`src/rtl/ccc_pkg.sv`:
```
// ============================================================================
// ccc_pkg: shared types and constants for the common character counter
// Command codes, field widths and the control/status bundles that join the
// controller and the datapath.
// ============================================================================
package ccc_pkg;

    localparam int CMD_W    = 2;
    localparam int SYM_W    = 8;
    localparam int COUNT_W  = 16;
    localparam int TOTAL_W  = 16;
    localparam int SYM_NUM  = 256;

    localparam logic [CMD_W-1:0] CMD_CLEAR  = 2'd0;
    localparam logic [CMD_W-1:0] CMD_FIRST  = 2'd1;
    localparam logic [CMD_W-1:0] CMD_SECOND = 2'd2;

    localparam logic [31:0] MAX_COUNT_DEFAULT = 32'd65535;

    // Controller to datapath.
    typedef struct packed {
        logic accept;   // capture the incoming item and launch the count read
        logic exec;     // apply the update and load the output register
    } ctrl_cmd_t;

    // Datapath to controller.
    typedef struct packed {
        logic slot_free; // output register can take a result at this edge
    } dp_status_t;

endpackage

```
`src/rtl/ccc_ram.sv`:
```
// ============================================================================
// ccc_ram: generic single-write, single-read RAM
// One write port and one read port with registered read data.
// ============================================================================
module ccc_ram #(
    parameter int WIDTH = 16,
    parameter int DEPTH = 256
) (
    input  logic                     clk,
    input  logic                     wr_en,
    input  logic [$clog2(DEPTH)-1:0] wr_addr,
    input  logic [WIDTH-1:0]         wr_data,
    input  logic                     rd_en,
    input  logic [$clog2(DEPTH)-1:0] rd_addr,
    output logic [WIDTH-1:0]         rd_data
);

    logic [WIDTH-1:0] mem [DEPTH];
    logic [WIDTH-1:0] rd_data_reg;

    always_ff @(posedge clk)
    begin
        if (wr_en)
        begin
            mem[wr_addr] <= wr_data;
        end
        if (rd_en)
        begin
            rd_data_reg <= mem[rd_addr];
        end
    end

    assign rd_data = rd_data_reg;

endmodule

```
`src/rtl/ccc_ctrl.sv`:
```
// ============================================================================
// ccc_ctrl: transaction sequencer
// Takes one input transaction, waits for the count read, then commits the
// update once the output register has room.
// ============================================================================
module ccc_ctrl (
    input  logic                clk,
    input  logic                rst_n,
    input  logic                in_valid,
    output logic                in_ready,
    input  ccc_pkg::dp_status_t status,
    output ccc_pkg::ctrl_cmd_t  ctrl
);

    localparam logic ST_IDLE = 1'b0;
    localparam logic ST_EXEC = 1'b1;

    logic state_reg;
    logic state_next;

    always_comb
    begin
        state_next  = state_reg;
        in_ready    = 1'b0;
        ctrl.accept = 1'b0;
        ctrl.exec   = 1'b0;
        case (state_reg)
            ST_IDLE:
            begin
                in_ready    = 1'b1;
                ctrl.accept = in_valid;
                if (in_valid)
                begin
                    state_next = ST_EXEC;
                end
            end
            ST_EXEC:
            begin
                // The read data has arrived; hold here while the result
                // register is still occupied by an untaken transaction.
                if (status.slot_free)
                begin
                    ctrl.exec  = 1'b1;
                    state_next = ST_IDLE;
                end
            end
            default:
            begin
                state_next = ST_IDLE;
            end
        endcase
    end

    always_ff @(posedge clk or negedge rst_n)
    begin
        if (!rst_n)
        begin
            state_reg <= ST_IDLE;
        end
        else
        begin
            state_reg <= state_next;
        end
    end

endmodule

```
`src/rtl/ccc_datapath.sv`:
```
// ============================================================================
// ccc_datapath: count store, running total and result register
// Holds the per-byte counts in a RAM with one valid bit per entry, applies
// the increment or decrement and keeps the saturating shared total.
// ============================================================================
module ccc_datapath #(
    parameter logic [31:0] MAX_COUNT = ccc_pkg::MAX_COUNT_DEFAULT
) (
    input  logic                        clk,
    input  logic                        rst_n,
    input  ccc_pkg::ctrl_cmd_t          ctrl,
    output ccc_pkg::dp_status_t         status,
    input  logic [ccc_pkg::CMD_W-1:0]   cmd,
    input  logic [ccc_pkg::SYM_W-1:0]   symbol,
    output logic                        out_valid,
    input  logic                        out_ready,
    output logic                        matched,
    output logic [ccc_pkg::TOTAL_W-1:0] common_total
);

    localparam logic [ccc_pkg::COUNT_W-1:0] CntLimit =
        (MAX_COUNT > 32'd65535) ? 16'hFFFF : MAX_COUNT[ccc_pkg::COUNT_W-1:0];

    logic [ccc_pkg::CMD_W-1:0]   cmd_reg;
    logic [ccc_pkg::SYM_W-1:0]   sym_reg;
    logic [ccc_pkg::SYM_NUM-1:0] valid_bits_reg;
    logic [ccc_pkg::SYM_NUM-1:0] valid_bits_next;
    logic [ccc_pkg::TOTAL_W-1:0] total_reg;
    logic [ccc_pkg::TOTAL_W-1:0] total_next;
    logic                        out_valid_reg;
    logic                        out_valid_next;
    logic                        matched_reg;
    logic [ccc_pkg::TOTAL_W-1:0] out_total_reg;

    logic [ccc_pkg::COUNT_W-1:0] rd_count;
    logic [ccc_pkg::COUNT_W-1:0] cur_count;
    logic [ccc_pkg::COUNT_W-1:0] wr_count;
    logic                        wr_en;
    logic                        hit;

    ccc_ram #(
        .WIDTH (ccc_pkg::COUNT_W),
        .DEPTH (ccc_pkg::SYM_NUM)
    ) u_count_ram (
        .clk     (clk),
        .wr_en   (wr_en),
        .wr_addr (sym_reg),
        .wr_data (wr_count),
        .rd_en   (ctrl.accept),
        .rd_addr (symbol),
        .rd_data (rd_count)
    );

    always_comb
    begin
        // An entry never written since the last clear reads as zero.
        cur_count       = valid_bits_reg[sym_reg] ? rd_count : '0;
        wr_count        = cur_count;
        wr_en           = 1'b0;
        hit             = 1'b0;
        valid_bits_next = valid_bits_reg;
        total_next      = total_reg;
        case (cmd_reg)
            ccc_pkg::CMD_CLEAR:
            begin
                valid_bits_next = '0;
                total_next      = '0;
            end
            ccc_pkg::CMD_FIRST:
            begin
                wr_en = 1'b1;
                if (cur_count < CntLimit)
                begin
                    wr_count = cur_count + 16'd1;
                end
                valid_bits_next[sym_reg] = 1'b1;
            end
            ccc_pkg::CMD_SECOND:
            begin
                if (cur_count != '0)
                begin
                    wr_en    = 1'b1;
                    wr_count = cur_count - 16'd1;
                    hit      = 1'b1;
                    valid_bits_next[sym_reg] = 1'b1;
                    if (total_reg != '1)
                    begin
                        total_next = total_reg + 16'd1;
                    end
                end
            end
            default:
            begin
                // Unused command leaves the counts, valid bits and total alone.
            end
        endcase
        wr_en = wr_en & ctrl.exec;

        if (ctrl.exec)
        begin
            out_valid_next = 1'b1;
        end
        else if (out_ready)
        begin
            out_valid_next = 1'b0;
        end
        else
        begin
            out_valid_next = out_valid_reg;
        end
    end

    assign status.slot_free = !out_valid_reg || out_ready;

    always_ff @(posedge clk or negedge rst_n)
    begin
        if (!rst_n)
        begin
            valid_bits_reg <= '0;
            total_reg      <= '0;
            out_valid_reg  <= 1'b0;
        end
        else
        begin
            out_valid_reg <= out_valid_next;
            if (ctrl.exec)
            begin
                valid_bits_reg <= valid_bits_next;
                total_reg      <= total_next;
            end
        end
    end

    always_ff @(posedge clk)
    begin
        if (ctrl.accept)
        begin
            cmd_reg <= cmd;
            sym_reg <= symbol;
        end
        if (ctrl.exec)
        begin
            matched_reg   <= hit;
            out_total_reg <= total_next;
        end
    end

    assign out_valid    = out_valid_reg;
    assign matched      = matched_reg;
    assign common_total = out_total_reg;

endmodule

```
`src/rtl/common_character_counter.sv`:
```
// ============================================================================
// common_character_counter: shared character count of two byte strings
// Top level joining the sequencer and the count datapath.
// ============================================================================
// Send a clear transaction, then the bytes of the first string, then the
// bytes of the second string; every transaction returns one result with the
// match flag and the running shared total. Each transaction first does the
// registered read of the 256-entry count RAM and then the modify-write of
// that entry, and a new input is taken only after the previous one has
// been committed. The output register lets the next transaction
// enter while a result waits; the commit stalls only if that register is
// still full. Clearing is immediate through per-entry valid bits, with no
// clearing pass after reset. Counts saturate at MAX_COUNT or 65535,
// whichever is smaller, and the total saturates at 65535.
module common_character_counter #(
    parameter logic [31:0] MAX_COUNT = ccc_pkg::MAX_COUNT_DEFAULT
) (
    input  logic                        clk,
    input  logic                        rst_n,
    input  logic                        in_valid,
    output logic                        in_ready,
    input  logic [ccc_pkg::CMD_W-1:0]   cmd,
    input  logic [ccc_pkg::SYM_W-1:0]   symbol,
    output logic                        out_valid,
    input  logic                        out_ready,
    output logic                        matched,
    output logic [ccc_pkg::TOTAL_W-1:0] common_total
);

    ccc_pkg::ctrl_cmd_t  ctrl;
    ccc_pkg::dp_status_t status;

    ccc_ctrl u_ctrl (
        .clk      (clk),
        .rst_n    (rst_n),
        .in_valid (in_valid),
        .in_ready (in_ready),
        .status   (status),
        .ctrl     (ctrl)
    );

    ccc_datapath #(
        .MAX_COUNT (MAX_COUNT)
    ) u_datapath (
        .clk          (clk),
        .rst_n        (rst_n),
        .ctrl         (ctrl),
        .status       (status),
        .cmd          (cmd),
        .symbol       (symbol),
        .out_valid    (out_valid),
        .out_ready    (out_ready),
        .matched      (matched),
        .common_total (common_total)
    );

endmodule

```
`config.mk`:
```
export PLATFORM = sky130hd
export DESIGN_NAME = common_character_counter
export DESIGN_NICKNAME = d
export VERILOG_FILES = /design/src/rtl/ccc_pkg.sv /design/src/rtl/ccc_ram.sv /design/src/rtl/ccc_ctrl.sv /design/src/rtl/ccc_datapath.sv /design/src/rtl/common_character_counter.sv
export SDC_FILE = /design/constraint.sdc
export NUM_CORES = 2
export LEC_CHECK = 0
export BUFFER_PORTS_ARGS = -buffer_cell sky130_fd_sc_hd__buf_2
export CORE_MARGIN = 2
export CORE_UTILIZATION = 46
export CTS_BUF_LIST = sky130_fd_sc_hd__clkbuf_8
export DETAILED_ROUTE_END_ITERATION = 7
export GPL_TIMING_DRIVEN = 0
export HOLD_SLACK_MARGIN = 0.12
export PLACE_DENSITY = 0.65
export SYNTH_ARGS = -nofsm -noshare
export SYNTH_HDL_FRONTEND = slang
export SYNTH_SLANG_ARGS = --single-unit
```
`constraint.sdc`:
```
create_clock -name clk -period 30.1 [get_ports clk]
set_input_delay 4.515 -clock clk [delete_from_list [all_inputs] [get_ports clk]]
set_output_delay 4.515 -clock clk [all_outputs]
set_load 0.005 [all_outputs]
```
==> results summary <==
The minimum setup slack among reg-to-reg paths came out at 22.35 ns. The number of standard cells after synthesis is 7,730. The number of antenna violations at the first check in global routing is 38. The worst hold path begins at u_datapath.total_reg[9]. The total number of vias is 92,800. The wire length of the first global-routing pass is 706,000 um. The worst endpoint required time came out at 31.07 ns. The TritonCTS clock tree is done.

The placed cell count came out at 13,400. For the worst-skew pair, the clock arrives at the later sink with an insertion delay of 1.27 ns. Setup repair after global routing left no endpoint under its margin. Compared with the post-synthesis result, the final layout area differs by 16.3%. The pin slew with the least headroom to its limit is 1.60 ns. By area the synthesized netlist is led by sky130_fd_sc_hd__edfxtp_1 72%, sky130_fd_sc_hd__mux4_2 18%, sky130_fd_sc_hd__dfrtp_1 4.0%, sky130_fd_sc_hd__a31oi_1 0.94%, sky130_fd_sc_hd__nor4_1 0.81%. The number of clock sinks seen by CTS came out at 4,413. The die covers 381,000 um^2. Dividing the detail-routed via count by the number of cells gives 6.31. The portion of the post-synthesis area used by sequential elements is 75.8%. The final critical path takes up 30.8% of the cycle. The maximum net fanout on the critical path is 10. The count of pins over their slew limit is 55.

The share of async-settable or async-resettable flops after synthesis came out at 6.21%. Measured against its own limit, the worst slew margin works out to -7.07%. The number of routed nets with antenna violations came out at 0. The most critical setup path has its startpoint at symbol[1]. The reported max-cap violation count came out at 8. Counting instances, the worst hold path has a depth of 1.

The count of final setup violators came out at 0. The type of the worst setup path is in -> reg. The number of hold buffers added after CTS is 0. The proportion of layout cells with a drive suffix above 1 came out at 35.5%.

The number of storage elements in the synthesis netlist came out at 4,413. Yosys printed 0 warnings. Of the post-synthesis cell area, the part taken by muxes is 18.6%. The final wirelength came out at 507,000 um. The pin count of the biggest net entering global routing came out at 129. The timing-limited maximum frequency came out at 108 MHz. The number of buffers inserted by post-CTS setup repair is 0.

The terminating pin of the worst hold path is u_datapath.total_reg[9]. The static leakage is 66.1 nW. The worst register-to-register path ends at u_datapath.u_count_ram.mem[242][8]. The die extent in y came out at 617 um.

The maximum clock path buffer count came out at 4. The non-filler instance count after layout is 14,700. STA classifies the critical path startpoint as an input port.

The leftover overflow at the end of global routing came out at 0. The net count after synthesis is 7,752. The run finished, with violations left. The simple-gate share of the synthesized area came out at 2.44%. The dominant cell type by area after synthesis is sky130_fd_sc_hd__edfxtp_1. The hold violation total from the final report is 0.

The per-cell routed wire length came out at 34.5 um. The startpoint of the worst-slack reg-to-reg timing path is u_datapath.sym_reg[1]. The power per cell area is 70.1 nW/um^2. The total number of H-tree levels came out at 6. The total area inside the core boundary comes to 375,000 um^2. The via count of the first global-routing pass is 92,800. The top-area cell type share of the netlist area is 71.9%. The flip-flop count of the largest register, all copies and words added is 4,096.

The first-pass iteration count of the detailed router is 8. The tightest min-delay check is of the reg -> reg type. The arrival time at the worst endpoint is 10.23 ns. The count of flip-flops with a built-in enable after synthesis came out at 4,139. The number of top-level pins came out at 33. The aggregate global-route resource usage is 26.4%. For this block, the initial DRC count from the detailed router was 14,000.

Once layout is complete, the utilization of the core stands at 53.6%. After Yosys synthesis, XOR and XNOR cells account for 0% of the synthesized area. The number of distinct standard cells referenced by the synthesized netlist came out at 78. The category of the worst setup path capture point is a flip-flop. The shortest clock period the worst path allows after layout is 9.26 ns. The synthesized area per cell came out at 22.4 um^2.

The clock skew came out at 0.0857 ns. In this run the tool buffered the top-level ports with 32 buffer cells. Of the total synthesized cell area, the portion taken by full adders, half adders and majority gates is 0.0579%.

The tree is rooted in a sky130_fd_sc_hd__clkbuf_8. The post-DP HPWL came out at 359,000 um. The fraction of the mapped netlist area in compound gates came out at 1.66%. The netlist area before placement is 173,000 um^2.

Buffers inserted during clock tree synthesis total 699. For the worst flop-to-flop path, the logic depth is 21. After synthesis, the largest family of logic cells by area is multiplexers. The clock transition at the register clock pins on the worst setup and hold paths after CTS came out at 0.06 ns. The DRC violation count after routing came out at 0. The number of filler cells placed in the layout came out at 28,400.

The final layout contains 9,147 nets. The most used flip-flop cell after synthesis is sky130_fd_sc_hd__edfxtp_1. The initial standard-cell utilization of the core is 46.1%. The number of gates resized after cts came out at 0. From left edge to right edge, the die measures 617 um. The final RePlAce weighted congestion is 0.923. The checks that failed: capacitance limit, slew limit. IR analysis of the VDD net gives a maximum drop of 0.0458 mV.

The number of rows in the core area is 225.
worst max-delay path, stage by stage:
cell                       delay, ns
sky130_fd_sc_hd__buf_2          0.20
sky130_fd_sc_hd__clkbuf_1       0.31
sky130_fd_sc_hd__clkbuf_1       1.02
sky130_fd_sc_hd__buf_1          1.16
sky130_fd_sc_hd__clkbuf_1       0.65
sky130_fd_sc_hd__mux4_2         0.42
sky130_fd_sc_hd__mux4_2         0.61
sky130_fd_sc_hd__mux4_2         0.73
sky130_fd_sc_hd__mux4_2         0.57
synth_stat cells, drive strengths merged, types with 3 or more instances:
master and instances:
a2111oi 3, a211o 3, a211oi 8, a21o 4, a21oi 32, a221oi 5, a22o 7, a22oi 15
a311oi 5, a31oi 260, a41oi 4, and2 12, and3 10, and4 5, buf 193, clkbuf 355
dfrtp 274, edfxtp 4139, ha 8, inv 22, mux2i 35, mux4 1412, nand2 100, nand2b 10
nand3 31, nand4 11, nor2 337, nor2b 16, nor3 66, nor3b 4, nor4 225, o211ai 12
o21ai 29, o22ai 7, o311a 3, o311ai 6, o31ai 6, o32ai 3, o41ai 6, or2 9
or3 8, or4 6
cell usage in the layout, fill, tap and decap left out, types with 39 or more instances in the layout:
cell,netlist,layout
sky130_fd_sc_hd__buf_2,109,149
sky130_fd_sc_hd__edfxtp_1,4139,4139
sky130_fd_sc_hd__buf_4,7,460
sky130_fd_sc_hd__nor3_2,3,39
sky130_fd_sc_hd__buf_16,0,40
sky130_fd_sc_hd__clkbuf_8,0,717
sky130_fd_sc_hd__clkbuf_1,354,309
sky130_fd_sc_hd__nor4_2,0,215
sky130_fd_sc_hd__buf_12,2,82
sky130_fd_sc_hd__buf_1,65,53
sky130_fd_sc_hd__nand2_1,100,100
sky130_fd_sc_hd__clkbuf_2,1,49
sky130_fd_sc_hd__nor2_1,337,337
sky130_fd_sc_hd__clkinv_1,1,174
sky130_fd_sc_hd__mux4_2,1409,1409
sky130_fd_sc_hd__dfrtp_1,274,274
sky130_fd_sc_hd__buf_6,10,83
sky130_fd_sc_hd__a31oi_1,260,260
sky130_fd_sc_hd__inv_1,22,250
sky130_fd_sc_hd__clkinv_2,0,74
report_power, final:
group,internal [mW],switching (mW)
combinational,0.561,1.52
clock,2.33,2.40
sequential,7.25,0.0344
total,10.1,3.95
through the flow:
step	setup TNS [ns]	setup WS, ns	total power [mW]	area (um^2)	hold slack, ns
6_report	0	20.84	14.1	201000	0.460
5_1_grt	0	20.91	14.5	201000	0.494
4_1_cts	0	21.06	14.1	201000	0.459
3_5_place_dp	0	19.70	9.44	188000	0.448
3_3_place_gp	-968.84	-2.26	9.75	179000	0.448
2_1_floorplan	0	14.36	8.58	173000	0.424
layout make-up:
class                           instances  area (um^2)  area share [%]
Sequential cell                      4413       131000            65.2
Clock buffer                          717         9870            4.91
Buffer                                548         2400            1.19
Antenna cell                           26         65.1          0.0323
Multi-Input combinational cell       2746        41100            20.4
Clock inverter                        543         2860            1.42
Tap cell                             4994         6250            3.11
Timing Repair Buffer                  694         7340            3.65
Inverter                               23         86.3          0.0429
worst max path at each step:
stage | endpoint | cells past startpoint
after global routing | u_datapath.u_count_ram.rd_data[9] | 9
after detailed placement | u_datapath.u_count_ram.rd_data[9] | 9
after CTS | u_datapath.u_count_ram.rd_data[9] | 9
after global placement | u_datapath.u_count_ram.mem[172][6] | 20
after floorplan | u_datapath.u_count_ram.mem[0][6] | 22
final | u_datapath.u_count_ram.rd_data[7] | 9
cell families after synthesis:
family / Yosys count
buffers and inverters: 571
AND/OR/NAND/NOR: 855
AO/OA/AOI/OAI: 434
adder cells (fa/ha/maj): 8
flip-flops: 4413
multiplexers: 1449
routing by layer:
layer  share of wire (%)  GRT usage (%)  vias to the layer above  routed length [um]
li1                    -              -                    36200                   -
met1                  37           35.2                    49200              187000
met2                  46           40.2                     6178              233000
met3                  12           7.55                     1241               59900
met4                 5.4           12.8                       14               27300
met5               0.017              0                        -                  87
No activity file was read; power rests on OpenSTA's default activity.
